$ cat config.mk
export PLATFORM = sky130hd
export DESIGN_NAME = rsg_fifo
export DESIGN_NICKNAME = d
export VERILOG_FILES = /design/src/rtl/core/rgb_sobel_gray_threshold_assert.svh /design/src/rtl/core/rsg_pkg.sv /design/src/rtl/core/rsg_fifo.sv
export SDC_FILE = /design/constraint.sdc
export NUM_CORES = 1
export LEC_CHECK = 0
export ABC_CLOCK_PERIOD_IN_PS = 2500
export BUFFER_PORTS_ARGS = -buffer_cell sky130_fd_sc_hd__buf_2
export CAP_MARGIN = 20
export CORE_MARGIN = 1
export CORE_UTILIZATION = 46
export CTS_CLUSTER_DIAMETER = 40
export CTS_CLUSTER_SIZE = 30
export DETAILED_ROUTE_END_ITERATION = 10
export GPL_ROUTABILITY_DRIVEN = 0
export GPL_TIMING_DRIVEN = 0
export HOLD_SLACK_MARGIN = 0.02
export PLACE_DENSITY = 0.79
export SLEW_MARGIN = 20
export SYNTH_ARGS = -nofsm -noshare
export SYNTH_HDL_FRONTEND = slang
export SYNTH_SLANG_ARGS = --single-unit
$ cat constraint.sdc
create_clock -name clk -period 2.5 [get_ports clk]
set_input_delay 0.25 -clock clk [delete_from_list [all_inputs] [get_ports clk]]
set_output_delay 0.25 -clock clk [all_outputs]
set_load 0.005 [all_outputs]
$ cat src/rtl/core/rgb_sobel_gray_threshold_assert.svh
// ---------------------------------------------------------------------------
// rgb_sobel_gray_threshold_assert.svh
// Assertion macros shared by the rsg RTL; they expect clk and rst_n in scope.
// ---------------------------------------------------------------------------
`ifndef RGB_SOBEL_GRAY_THRESHOLD_ASSERT_SVH
`define RGB_SOBEL_GRAY_THRESHOLD_ASSERT_SVH

// consequent checked in the same cycle as the antecedent
`define RSG_CHECK_NOW(name, ante, cons, msg) \
  name: assert property (@(posedge clk) disable iff (!rst_n) (ante) |-> (cons)) \
    else $error(msg);

// consequent checked in the cycle after the antecedent
`define RSG_CHECK_NEXT(name, ante, cons, msg) \
  name: assert property (@(posedge clk) disable iff (!rst_n) (ante) |=> (cons)) \
    else $error(msg);

`endif

$ cat src/rtl/core/rsg_pkg.sv
`timescale 1ns / 1ps
// ---------------------------------------------------------------------------
// rsg_pkg
// Shared types and constants of the RGB Sobel / gray / threshold filter.
// ---------------------------------------------------------------------------
package rsg_pkg;

  localparam int MAX_WIDTH_DEF = 1024;
  localparam int QUEUE_DEPTH   = 2;

  localparam int PIX_W    = 8;
  localparam int KERNEL_W = 36;
  localparam int IMG_W_W  = 11;
  localparam int CFG_IDX_W = 2;
  localparam int CFG_DATA_W = KERNEL_W;

  localparam logic [CFG_IDX_W-1:0] CFG_KERNEL = 2'd0;
  localparam logic [CFG_IDX_W-1:0] CFG_WIDTH  = 2'd1;
  localparam logic [CFG_IDX_W-1:0] CFG_THRESH = 2'd2;

  localparam logic [KERNEL_W-1:0] KERNEL_RESET = 36'hFEF000121;
  localparam logic [IMG_W_W-1:0]  WIDTH_RESET  = 11'd640;
  localparam logic [PIX_W-1:0]    THRESH_RESET = 8'd160;

  // gray weights, 8 fractional bits
  localparam logic [15:0] GRAY_R = 16'd77;
  localparam logic [15:0] GRAY_G = 16'd151;
  localparam logic [15:0] GRAY_B = 16'd28;

  localparam logic [PIX_W-1:0] BIN_ON  = 8'hFF;
  localparam logic [PIX_W-1:0] BIN_OFF = 8'h00;

  typedef struct packed {
    logic [PIX_W-1:0] blue;
    logic [PIX_W-1:0] green;
    logic [PIX_W-1:0] red;
  } rgb_t;

  // which window rows / columns lie inside the image
  typedef struct packed {
    logic up2;
    logic up1;
    logic left2;
    logic left1;
  } win_mask_t;

  typedef struct packed {
    rgb_t      pix;
    win_mask_t mask;
  } job_t;

  typedef struct packed {
    logic [KERNEL_W-1:0] kernel;
    logic [IMG_W_W-1:0]  image_width;
    logic [PIX_W-1:0]    threshold;
  } cfg_t;

endpackage

$ cat src/rtl/core/rsg_fifo.sv
`timescale 1ns / 1ps
// ---------------------------------------------------------------------------
// rsg_fifo
// Short queue of tagged pixel transactions between front and back end.
// ---------------------------------------------------------------------------
module rsg_fifo #(
  parameter int AW = 10
) (
  input  logic          clk,
  input  logic          rst_n,
  input  logic          push,
  input  rsg_pkg::job_t push_job,
  input  logic [AW-1:0] push_col,
  output logic          full,
  input  logic          pop,
  output logic          head_valid,
  output rsg_pkg::job_t head_job,
  output logic [AW-1:0] head_col
);

  localparam int DEPTH = rsg_pkg::QUEUE_DEPTH;
  localparam int PW    = $clog2(DEPTH);
  localparam int CW    = $clog2(DEPTH + 1);

  rsg_pkg::job_t job_mem [DEPTH];
  logic [AW-1:0] col_mem [DEPTH];
  logic [PW-1:0] wr_ptr_r, rd_ptr_r;
  logic [CW-1:0] cnt_r, cnt_nxt;

  assign full       = (cnt_r == CW'(DEPTH));
  assign head_valid = (cnt_r != '0);
  assign head_job   = job_mem[rd_ptr_r];
  assign head_col   = col_mem[rd_ptr_r];

  always_comb begin
    cnt_nxt = cnt_r;
    if (push && !pop) begin
      cnt_nxt = cnt_r + CW'(1);
    end else if (pop && !push) begin
      cnt_nxt = cnt_r - CW'(1);
    end
  end

  always_ff @(posedge clk) begin
    if (push) begin
      job_mem[wr_ptr_r] <= push_job;
      col_mem[wr_ptr_r] <= push_col;
    end
  end

  always_ff @(posedge clk) begin
    if (!rst_n) begin
      wr_ptr_r <= '0;
      rd_ptr_r <= '0;
      cnt_r    <= '0;
    end else begin
      cnt_r <= cnt_nxt;
      if (push) begin
        wr_ptr_r <= wr_ptr_r + PW'(1);
      end
      if (pop) begin
        rd_ptr_r <= rd_ptr_r + PW'(1);
      end
    end
  end

endmodule

Word-level counts from Yosys, hierarchy flattened

Memory sizes are Yosys's and may differ from the RTL's. A register that Yosys moved wholly into a read port is not among the register bits.
Index checks and enable logic that the tools add are counted.

Flip-flop bits (word level): 4
Bits in writable memories: 76
Output and inout port bits: 40
Logic and storage cells: 24
Memories kept: 2

Memories:

| memory  | depth | bits a word | rd ports | clocked after memory_dff | wr ports | RTL line       | text |
|---|---|---|---|---|---|---|---|
| job_mem | 2     | 28          | 1        | 1                        | 1        | rsg_fifo.sv:25 | `rsg_pkg::job_t job_mem [DEPTH];` |
| col_mem | 2     | 10          | 1        | 1                        | 1        | rsg_fifo.sv:26 | `logic [AW-1:0] col_mem [DEPTH];` |

Add/sub/neg operators: 4
Equality and inequality tests: 1
Mux-type cells: 8
Reductions and logical operators: 6

Operators by type and width:

| kind                  | number |
|---|---|
| $mux W1               | 6 |
| $mux W2               | 2 |
| $reduce_bool A2 Y1    | 2 |
| $add A1 B1 Y1 const B | 2 |
| $add A2 B1 Y2 const B | 1 |
| $eq A2 B2 Y1 const B  | 1 |
| $logic_and A1 B1 Y1   | 2 |
| $logic_not A1 Y1      | 2 |
| $sub A2 B1 Y2 const B | 1 |

Logic depth before layout (Yosys ltp)

Depth in word-level cells: 4
Depth in mapped cells: 5
Mapped depth without buffers: 5

Least setup slack after synthesis

OpenSTA, ideal clock, no wires.

Path kind: register to register
From: register wr_ptr_r
To: memory col_mem[0][0] (enable)
Arrival time: 2.038 ns
Slack: 0.023 ns
Stages on the path, launching flop included: 2
Clock period less this slack: 2.477 ns
Path through: dfxtp_1 -> nor2b_1

RTL lines:

| what                   | RTL line       | text |
|---|---|---|
| start, declared        | rsg_fifo.sv:27 | `logic [PW-1:0] wr_ptr_r, rd_ptr_r;` |
| start signal, assigned | rsg_fifo.sv:59 | `wr_ptr_r <= wr_ptr_r + PW'(1);` |
| end, declared          | rsg_fifo.sv:26 |  |

No word-level cell before the write port.

==> reports/metrics.cfg <==
[cts]
path_clk_slew_ns = 0.08
ctsResizeCount = 0
hold_buffers = 0
h-tree-depth = 3
root_buffer = clkbuf_8
postCtsSetupBuffers = 0
numCtsBuffers = 9
cts_tree = yes
insertion_delay_ns = 0.33
cts_sinks = 81
clockBufferDepth = 2

[cells_and_area]
final_nets = 278
diodes = 0
nFillCells = 456
drive_gt1_share_pct = 59.4
area.growth.synth_to_final_pct = 26.2

[sta]
finalCriticalPeriod_ns = 1.75
period_share_pct = 70.1
tightest_slew_ns = 0.487
rsz0062_at_grt = false
hold_viol_final = 0
skew_ns = 0.00719
slew_headroom_pct = 67.6
setup_viol = 0
drv_slew = 0
fmax_ghz = 0.571
setup_tns_ns = 0

[pwr]
vdd_ir_drop_max_uv = 383
seqPwrFrac_pct = 55.5
design_power_total_w = 0.00285
power_switching_share_pct = 19.8
pwr-share-comb_pct = 10.6
power.leakage_nw = 1.44
power_density_nw_per_um2 = 761
internal-power_w = 0.00229
power_frac_clock_pct = 33.9
power.switching_w = 0.000563

[detailed_routing]
wl_per_cell_um = 14.9
routed_wl_mm = 4.67
first_pass_iters = 6
vias_per_cell = 4.91
drtIter0Drc = 79
ant_nets = 0
vias = 1543
drc = 0

[setup_path]
critPathCaptureType = output port
critical_path_arrival_ns = 1.50
rr_worst_depth = 2
worstReg2RegEnd = job_mem[1][11]$_DFFE_PP_
regToRegSetupSlack_ns = 1.11
critPathLaunchType = register
reg2reg_from = wr_ptr_r$_SDFFE_PN0P_
cp-endpoint = head_col[5]
crit_fanout = 10
crit_type = reg -> out
worstPathRequired_ns = 2.25

[synthesis]
ys_top_cells_by_count = 76 x edfxtp_1, 38 x mux2_2, 5 x dfxtp_1, 4 x and2_1
yosys.area.top_type = edfxtp_1
syn_area_sq_um = 2970
ys.flop_type = edfxtp_1
avgSynthCellArea_sq_um = 21.2
synth_edf_count = 76
seq_area_frac_synth_pct = 80.3
synth_cell_types = 18
yosys-top-cells-area = edfxtp_1 77%, mux2_2 14%, dfxtp_1 3.4%, and2_1 0.84%, buf_6 0.76%
synth_seq_cells = 81
syn_inst = 140
async_flop_share_pct = 0
synth_most_common_cell = edfxtp_1
syn_nets = 183
ys_warn_count = 0
synth_top_area_share_pct = 76.9

[grt]
grt_max_degree = 23
antenna_found_initial = 0
grt_pass1_wl_mm = 7.15
grt.overflow.total = 0
grt_pass1_vias = 1483
grtUsageTotal_pct = 15.0

[placed_design]
port_buffers = 81
dp_hpwl_mm = 3.23

[run]
maxCapViolCount = 0

[die]
rows = 28
io_pins = 82
coreArea_sq_um = 6060
die_h_um = 82.3
start_util_pct = 48.9
chipWidth_um = 82.3
die-area_sq_um = 6770

[worst_hold_path]
holdCritPathClass = in -> reg

[outcome]
status = finished, final reports clean

==> flip-flops by register name, indices dropped and copies added, names as in the netlist, named ones only <==
signal	cells
job_mem	56
col_mem	20
cnt_r	2
rd_ptr_r	1
wr_ptr_r	1
==> critical path, stage by stage (launching register included) <==
cell and delay [ns]:
dfxtp_1 0.32, buf_4 0.20, buf_6 0.18, mux2_2 0.34, buf_2 0.13
==> kinds of logic after synthesis <==
| logic type | count (synthesis) | synth area share, % |
|---|---|---|
| flip-flops | 81 | 80.3 |
| multiplexers | 38 | 14.4 |
| AND/OR/NAND/NOR | 9 | 1.98 |
| buffers and inverters | 5 | 1.31 |
| AO/OA/AOI/OAI | 3 | 0.675 |
| XOR/XNOR | 3 | 0.886 |
| adder cells (fa/ha/maj) | 1 | 0.422 |
==> worst min-delay path by stage <==
stage	start	to	slack, ns	depth (start not counted)
6_report	push_col[7]	col_mem[0][7]$_DFFE_PP_	0.10	1
5_1_grt	push_job[16]	job_mem[0][16]$_DFFE_PP_	0.08	1
4_1_cts	push_job[16]	job_mem[0][16]$_DFFE_PP_	0.09	1
3_5_place_dp	push_job[15]	job_mem[1][15]$_DFFE_PP_	0.44	1
3_3_place_gp	push_job[12]	job_mem[0][12]$_DFFE_PP_	0.44	1
2_1_floorplan	push_col[0]	col_mem[0][0]$_DFFE_PP_	0.35	0
==> metrics by stage <==
step / setup slack, ns / hold WS [ns] / std cells / util [%] / instance area (sq um)
2_1_floorplan: 0.0228 / 0.349 / 140 / - / 2970
3_3_place_gp: -1.08 / 0.439 / 296 / 57.2 / 3470
3_5_place_dp: 1.08 / 0.441 / 299 / 58.5 / 3540
4_1_cts: 0.715 / 0.0862 / 314 / 61.8 / 3740
5_1_grt: 0.658 / 0.0805 / 314 / 61.8 / 3740
6_report: 0.748 / 0.102 / 314 / 61.8 / 3740
==> cells in the final DEF, fill, tap and decap left out <==
cell type	Yosys	layout
and2_1	4	3
o21ai_0	1	1
buf_2	1	82
clkbuf_8	0	9
clkinv_1	0	1
buf_8	0	1
nor2b_4	0	1
clkinv_2	0	1
and2_2	0	1
xor2_1	2	2
edfxtp_1	76	76
nor2b_1	2	1
and2b_2	1	1
bufinv_16	0	2
mux2_2	38	38
or2_2	1	1
clkbuf_1	0	2
dfxtp_1	5	5
buf_16	0	2
inv_1	1	1
buf_4	1	1
o21a_1	1	1
xnor2_1	1	1
or3_1	1	1
ha_1	1	1
a21boi_1	1	1
buf_6	2	2
==> metal layers <==
| metal | part of all wire, % | global-route usage (%) | vias up |
|---|---|---|---|
| met4 | 2.8 | 9.82 | 0 |
| met2 | 48 | 23.5 | 53 |
| met1 | 43 | 18.1 | 744 |
| met5 | 0 | 0 | - |
| li1 | - | - | 735 |
| met3 | 6.7 | 4.29 | 11 |
==> layout make-up <==
type	instances	area [sq um]	share of cell area, %
inverter	1	3.75	0.100
timing repair buffer	84	475	12.7
sequential	81	2380	63.6
multi-input combinational	54	554	14.8
clock inverter	4	68.8	1.84
clock buffer	11	131	3.51
tap	75	93.8	2.51
buffer	4	35.0	0.936
==> power groups by stage <==
stage	clock network (W)	logic (W)	registers (W)
after CTS	0.000990	0.000309	0.00158
after global routing	0.00104	0.000335	0.00159
after floorplan	0	0.000160	0.00161
after global placement	0	0.000284	0.00161
after detailed placement	0	0.000307	0.00161
final	0.000964	0.000302	0.00158
No activity file was read; power rests on OpenSTA's default activity.
