[src/rtl/core/rgb_sobel_gray_threshold_assert.svh]
// ---------------------------------------------------------------------------
// rgb_sobel_gray_threshold_assert.svh
// Assertion macros shared by the rsg RTL; they expect clk and rst_n in scope.
// ---------------------------------------------------------------------------
`ifndef RGB_SOBEL_GRAY_THRESHOLD_ASSERT_SVH
`define RGB_SOBEL_GRAY_THRESHOLD_ASSERT_SVH

// consequent checked in the same cycle as the antecedent
`define RSG_CHECK_NOW(name, ante, cons, msg) \
  name: assert property (@(posedge clk) disable iff (!rst_n) (ante) |-> (cons)) \
    else $error(msg);

// consequent checked in the cycle after the antecedent
`define RSG_CHECK_NEXT(name, ante, cons, msg) \
  name: assert property (@(posedge clk) disable iff (!rst_n) (ante) |=> (cons)) \
    else $error(msg);

`endif

[src/rtl/core/rsg_pkg.sv]
`timescale 1ns / 1ps
// ---------------------------------------------------------------------------
// rsg_pkg
// Shared types and constants of the RGB Sobel / gray / threshold filter.
// ---------------------------------------------------------------------------
package rsg_pkg;

  localparam int MAX_WIDTH_DEF = 1024;
  localparam int QUEUE_DEPTH   = 2;

  localparam int PIX_W    = 8;
  localparam int KERNEL_W = 36;
  localparam int IMG_W_W  = 11;
  localparam int CFG_IDX_W = 2;
  localparam int CFG_DATA_W = KERNEL_W;

  localparam logic [CFG_IDX_W-1:0] CFG_KERNEL = 2'd0;
  localparam logic [CFG_IDX_W-1:0] CFG_WIDTH  = 2'd1;
  localparam logic [CFG_IDX_W-1:0] CFG_THRESH = 2'd2;

  localparam logic [KERNEL_W-1:0] KERNEL_RESET = 36'hFEF000121;
  localparam logic [IMG_W_W-1:0]  WIDTH_RESET  = 11'd640;
  localparam logic [PIX_W-1:0]    THRESH_RESET = 8'd160;

  // gray weights, 8 fractional bits
  localparam logic [15:0] GRAY_R = 16'd77;
  localparam logic [15:0] GRAY_G = 16'd151;
  localparam logic [15:0] GRAY_B = 16'd28;

  localparam logic [PIX_W-1:0] BIN_ON  = 8'hFF;
  localparam logic [PIX_W-1:0] BIN_OFF = 8'h00;

  typedef struct packed {
    logic [PIX_W-1:0] blue;
    logic [PIX_W-1:0] green;
    logic [PIX_W-1:0] red;
  } rgb_t;

  // which window rows / columns lie inside the image
  typedef struct packed {
    logic up2;
    logic up1;
    logic left2;
    logic left1;
  } win_mask_t;

  typedef struct packed {
    rgb_t      pix;
    win_mask_t mask;
  } job_t;

  typedef struct packed {
    logic [KERNEL_W-1:0] kernel;
    logic [IMG_W_W-1:0]  image_width;
    logic [PIX_W-1:0]    threshold;
  } cfg_t;

endpackage

[src/rtl/core/rsg_front.sv]
`timescale 1ns / 1ps
// ---------------------------------------------------------------------------
// rsg_front
// Accepts pixels, tracks column/row position and tags each transaction with
// its line-store address and window edge mask.
// ---------------------------------------------------------------------------
module rsg_front #(
  parameter int MAX_WIDTH = rsg_pkg::MAX_WIDTH_DEF
) (
  input  logic                          clk,
  input  logic                          rst_n,
  input  logic                          in_valid,
  output logic                          in_ready,
  input  rsg_pkg::rgb_t                 in_pix,
  input  logic                          in_frame_start,
  input  logic [rsg_pkg::IMG_W_W-1:0]   image_width,
  input  logic                          q_full,
  output logic                          push,
  output rsg_pkg::job_t                 push_job,
  output logic [$clog2(MAX_WIDTH)-1:0]  push_col
);

  localparam int AW   = $clog2(MAX_WIDTH);
  localparam int CMPW = (AW + 1 > rsg_pkg::IMG_W_W) ? AW + 1 : rsg_pkg::IMG_W_W;

  logic [AW-1:0]   col_r, col_nxt, col_cur;
  logic [1:0]      row_r, row_nxt, row_cur;
  logic [CMPW-1:0] width_x, w_eff, col_inc;
  logic            last_col;

  assign in_ready = !q_full;
  assign push     = in_valid && in_ready;

  assign col_cur = in_frame_start ? '0 : col_r;
  assign row_cur = in_frame_start ? 2'd0 : row_r;

  always_comb begin
    width_x = CMPW'(image_width);
    if (width_x == '0) begin
      w_eff = CMPW'(1);
    end else if (width_x > CMPW'(MAX_WIDTH)) begin
      w_eff = CMPW'(MAX_WIDTH);
    end else begin
      w_eff = width_x;
    end
    col_inc  = CMPW'(col_cur) + CMPW'(1);
    last_col = (col_inc >= w_eff);
  end

  always_comb begin
    push_job.pix        = in_pix;
    push_job.mask.up2   = (row_cur == 2'd2);
    push_job.mask.up1   = (row_cur != 2'd0);
    push_job.mask.left2 = (col_cur[AW-1:1] != '0);
    push_job.mask.left1 = (col_cur != '0);
    push_col            = col_cur;
  end

  always_comb begin
    col_nxt = col_r;
    row_nxt = row_r;
    if (push) begin
      col_nxt = last_col ? '0 : col_inc[AW-1:0];
      row_nxt = (last_col && row_cur != 2'd2) ? row_cur + 2'd1 : row_cur;
    end
  end

  always_ff @(posedge clk) begin
    if (!rst_n) begin
      col_r <= '0;
      row_r <= 2'd0;
    end else begin
      col_r <= col_nxt;
      row_r <= row_nxt;
    end
  end

endmodule

[config.mk]
export PLATFORM = sky130hd
export DESIGN_NAME = rsg_front
export DESIGN_NICKNAME = d
export VERILOG_FILES = /design/src/rtl/core/rgb_sobel_gray_threshold_assert.svh /design/src/rtl/core/rsg_pkg.sv /design/src/rtl/core/rsg_front.sv
export SDC_FILE = /design/constraint.sdc
export NUM_CORES = 1
export LEC_CHECK = 0
export BUFFER_PORTS_ARGS = -buffer_cell sky130_fd_sc_hd__buf_2
export CAP_MARGIN = 20
export CORE_MARGIN = 3
export CORE_UTILIZATION = 40
export DETAILED_ROUTE_END_ITERATION = 12
export PLACE_DENSITY = 0.84
export REMOVE_ABC_BUFFERS = 1
export SLEW_MARGIN = 25
export SYNTH_ARGS = -nofsm -noshare
export SYNTH_HDL_FRONTEND = slang
export SYNTH_SLANG_ARGS = --single-unit
[constraint.sdc]
create_clock -name clk -period 2.85 [get_ports clk]
set_input_delay 0.1425 -clock clk [delete_from_list [all_inputs] [get_ports clk]]
set_output_delay 0.1425 -clock clk [all_outputs]
set_load 0.01 [all_outputs]
== After elaboration in Yosys (flattened, before gate mapping) ==
Index checks and enable logic that the tools add are counted.
W data, S select, Z words.
Word-level totals
  bits in registers: 12
  input port bits: 40
  output and inout bits: 40
  word-level logic and storage cells: 21
Operators by class
  add/sub/neg operators: 2
  order comparisons: 2
  equal/unequal tests: 2
  muxes and demuxes: 6
  reductions and logical operators: 7
Operators with widths (count)
  $mux W11: 2
  $mux W10: 2
  $add A10 B1 Y11 const B: 1
  $ge A11 B11 Y1: 1
  $gt A11 B11 Y1 const B: 1
  $logic_not A11 Y1: 1
  $reduce_bool A10 Y1: 1
  $reduce_bool A9 Y1: 1
  $mux W2: 2
  $add A2 B1 Y2 const B: 1
  $eq A2 B2 Y1 const B: 1
  $logic_and A1 B1 Y1: 2
  $ne A2 B2 Y1 const B: 1
  $reduce_bool A2 Y1: 1
  $logic_not A1 Y1: 1

== Depth between registers and ports, before layout ==
  word-level depth: 6
  gate-level depth with buffers: 15
  mapped depth without buffers: 14

== Least setup slack after synthesis ==
No wires, ideal clock.
  kind: input to register
  from: input in_frame_start
  to: register col_r[9]
  setup time: 0.096 ns
  arrival time: 2.784 ns
  data required time: 2.754 ns
  path slack: -0.030 ns
  stages: 15
  buffers on the path: 1
  cells stage by stage: clkbuf_1 nand2b_1 inv_1 ha_1 inv_1 nor3_2 and3_1 xnor2_1 inv_1 ha_1 nand4_2 nor2_1 a311oi_4 nand2_4 o41ai_2
On the way
  word-level cells in the longest chain between the ends: 4
RTL lines
  from (decl): RTL line rsg_front.sv:15  | input logic in_frame_start,
  $mux W10 (*): RTL line rsg_front.sv:34  | assign col_cur = in_frame_start ? '0 : col_r;
  via push_col[0]: RTL line rsg_front.sv:20  | output logic [$clog2(MAX_WIDTH)-1:0] push_col
  $add A10 B1 Y11 (*): RTL line rsg_front.sv:46  | col_inc = CMPW'(col_cur) + CMPW'(1);
  $ge A11 B11 Y1: RTL line rsg_front.sv:47  | last_col = (col_inc >= w_eff);
  $mux W10 (*): RTL line rsg_front.sv:63  | col_nxt = last_col ? '0 : col_inc[AW-1:0];
  to (signal assigned): RTL line rsg_front.sv:73  | col_r <= col_nxt;
  to (decl): RTL line rsg_front.sv:26  | logic [AW-1:0] col_r, col_nxt, col_cur;
Mark *: on every way through the listed nets, which the timed path passes. The rest lies on a longest branch.
A chain may end at the register's enable or synchronous reset.

== Final worst setup path ==
  from: register col_r[0]
  to: register col_r[4]
On the way
  word-level cells in the longest chain between the ends: 4
RTL lines (RTL line)
  $mux W10 (*): rsg_front.sv:34
  $add A10 B1 Y11 (*): rsg_front.sv:46
  $ge A11 B11 Y1: rsg_front.sv:47
  $mux W10 (*): rsg_front.sv:63
Mark *: on every way between the ends. The rest lies on a longest branch, timed or not.

==> impl_metrics.env <==
export IMPL_total_power_mw=0.3851
export IMPL_layout_drive_gt1_share=0.3500
export IMPL_synth_async_reset_ratio=0
export IMPL_portBuffers=31
export IMPL_fin_nets=256
export IMPL_netlist_instances=181
export IMPL_maxSlewViolCount=0
export IMPL_ys_types=39
export IMPL_crit_buf_inv=4
export IMPL_antenna_found_initial=0
export IMPL_via_count=1342
export IMPL_grt_pass1_vias=1265
export IMPL_die_area_um2=4198
export IMPL_clock_fmax_mhz=367.1
export IMPL_rows=20
export IMPL_power_density_nw_per_um2=245.6
export IMPL_drt_pass1_iter_count=4
export IMPL_gp_congestion=0.8297
export IMPL_cp_end_kind="flip-flop"
export IMPL_worst_ep_required_time_ns=3.07
export IMPL_critPathKind="flip-flop to flip-flop"
export IMPL_drc_errors=0
export IMPL_clkSlewWorstSetupHoldPaths_ns=0.08
export IMPL_maxSlewHeadroom=0.6965
export IMPL_vdd_drop_max_mv=0.09826
export IMPL_synth_edf_count=0
export IMPL_die_w_um=64.79
export IMPL_finalWirelength_um=4142
export IMPL_crit_path_top_delay_cell="a311oi_4"
export IMPL_ys_seq_area_frac=0.1738
export IMPL_syn2layout_area_growth_pct=13.39
export IMPL_insertion_delay_ns=0.28
export IMPL_fin_crit_sh=0.9557
export IMPL_hold_slack_ns=0.2165
export IMPL_fillers=308
export IMPL_synth_top_area_frac=0.1738
export IMPL_worstMarginPinSlew_ns=0.4541
export IMPL_post_drt_via_cell_ratio=5.500
export IMPL_die_y_um=64.79
export IMPL_avgSynthCellArea_um2=7.639
export IMPL_cts_tree="built"
export IMPL_cts_path_max_buffers=2
export IMPL_worstSetupStartpointType="flip-flop"
export IMPL_finalCriticalPeriod_ns=2.724
export IMPL_cts_made_buffers=3
export IMPL_synthTopCellsByArea="dfxtp_1 (17%), ha_1 (14%), buf_4 (13%)"
export IMPL_grt_max_degree=20
export IMPL_drv_cap=0
export IMPL_core_area_um2=3178
export IMPL_synth_top_area_cell="dfxtp_1"
export IMPL_final_setup_viol_count=0
export IMPL_syn_area_um2=1383
export IMPL_cpPeakStageDelay_ns=0.42
export IMPL_initial_utilization=0.4350
export IMPL_drt_iter0_markers=128
export IMPL_cp_data_arrival_time_ns=2.95
export IMPL_cp_max_fo=6
export IMPL_crit_top_cell="inv_1"
export IMPL_cts_sinks=12
export IMPL_ys_flop_type="dfxtp_1"
export IMPL_r2r_slack_ns=0.13
export IMPL_cp_cell_sequence="nand2b_1 -> inv_2 -> ha_1 -> inv_1 -> nor3_2 -> and3_4 -> xnor2_1 -> inv_1 -> ha_4 -> nand4_2 -> nor2_2 -> a311oi_4 -> buf_6 -> nand4_1 -> a21oi_2"
export IMPL_outcome="completed"
export IMPL_register_area_um2=244.0
export IMPL_top_level_ports=80
export IMPL_grt_pass1_wl_um=6341
export IMPL_diodes=0
export IMPL_hold_viol_final=0
export IMPL_ys_warn_count=0
export IMPL_ant_nets=0
export IMPL_track_usage=0.2005
export IMPL_cts_root_buf="clkbuf_4"
export IMPL_p_leak_nw=0.7443
export IMPL_clock_skew_ns=0.001623
export IMPL_dp_final_hpwl_um=3273
export IMPL_synth_seq_cells=12
export IMPL_multi_input_area_um2=938.4
export IMPL_yosys_top_cells_count="buf_4 (24), nand2_1 (23), ha_1 (15), dfxtp_1 (12), nor2_1 (11)"
export IMPL_ctsHtreeMaxLevel=1
export IMPL_cp_top_family="simple AND/OR/NAND/NOR gates"
export IMPL_wire_per_inst_um=16.98
export IMPL_worstHoldPathType="primary input to flip-flop"
export IMPL_grt_overflow=0
export IMPL_yosys_cell_count_top_type="buf_4"
worst paths after layout:
| kind | from | to | cells past startpoint |
|---|---|---|---|
| worst max-delay path | col_r[0]$_SDFFE_PN0P_ | col_r[4]$_SDFFE_PN0P_ | 15 |
| worst min-delay path | rst_n | col_r[8]$_SDFFE_PN0P_ | 3 |
| worst max register to register | col_r[0]$_SDFFE_PN0P_ | col_r[4]$_SDFFE_PN0P_ | 15 |
| worst min register to register | row_r[1]$_SDFFE_PN0P_ | row_r[1]$_SDFFE_PN0P_ | 2 |
stage by stage:
step | area, um2 | cells | setup WS [ns] | util | TNS (ns)
after floorplan | 1186 | 153 | 0.003875 | - | 0
after global placement | 1479 | 239 | 0.003253 | 0.4654 | 0
after detailed placement | 1479 | 239 | -0.06094 | 0.4654 | -0.1642
after CTS | 1534 | 243 | 0.01733 | 0.4827 | 0
after global routing | 1568 | 244 | -0.08640 | 0.4933 | -0.6106
final | 1568 | 244 | 0.1261 | 0.4933 | 0
registers in the layout, indices dropped and copies added (netlist names):
signal	count
col_r	10
row_r	2
where the power goes:
part,total (mW),internal (mW),switching [mW],leakage (nW)
Sequential,0.170,0.169,0.00145,0.0975
Clock,0.142,0.0779,0.0643,0.0210
Combinational,0.0728,0.0282,0.0446,0.626
routing by layer:
| metal | global-route usage | share of wire | vias to the layer above |
|---|---|---|---|
| li1 | - | - | 650 |
| met1 | 0.2626 | 0.45 | 625 |
| met2 | 0.2912 | 0.43 | 60 |
| met3 | 0.1023 | 0.10 | 7 |
| met4 | 0.03166 | 0.016 | 0 |
| met5 | 0.06944 | 0 | - |
tightest hold or removal path, delay by kind of cell:
kind / cells / cell delay [ns]
and+or+nand+nor: 1 / 0.10
AOI/OAI and AO/OA: 1 / 0.06
buffers and inverters: 1 / 0.15
kinds of logic after synthesis:
group / share of synthesized area
and+or+nand+nor: 0.2977
buffers and inverters: 0.1747
AOI/OAI and AO/OA: 0.1674
adders and majority gates: 0.1357
DFF: 0.1738
xor gates and xnor gates: 0.05067
cell type report:
| type | count | area share |
|---|---|---|
| Sequential cell | 12 | 0.1556 |
| Multi-Input combinational cell | 129 | 0.5986 |
| Timing Repair Buffer | 43 | 0.1588 |
| Clock buffer | 4 | 0.02314 |
| Inverter | 12 | 0.02873 |
| Tap cell | 44 | 0.03512 |
timing repair:
item,in CTS,in global routing
resized for setup,3,9
hold buffers,0,0
setup buffers,0,1
pin swaps,2,6
cloned,0,0
setup endpoints to repair,10,12
cell usage in the layout (no fill, tap or decap), types with 4 or more instances in the layout:
master and n:
nand3_1 10, buf_2 31, ha_1 14, nand2_1 23, nor2b_1 8, a21oi_1 9, nand4_1 7, nor2_1 9
buf_4 11, dfxtp_1 11, nand2b_1 6, xnor2_1 4, xor2_1 4, inv_1 7
(Power assumes the default switching activity.)
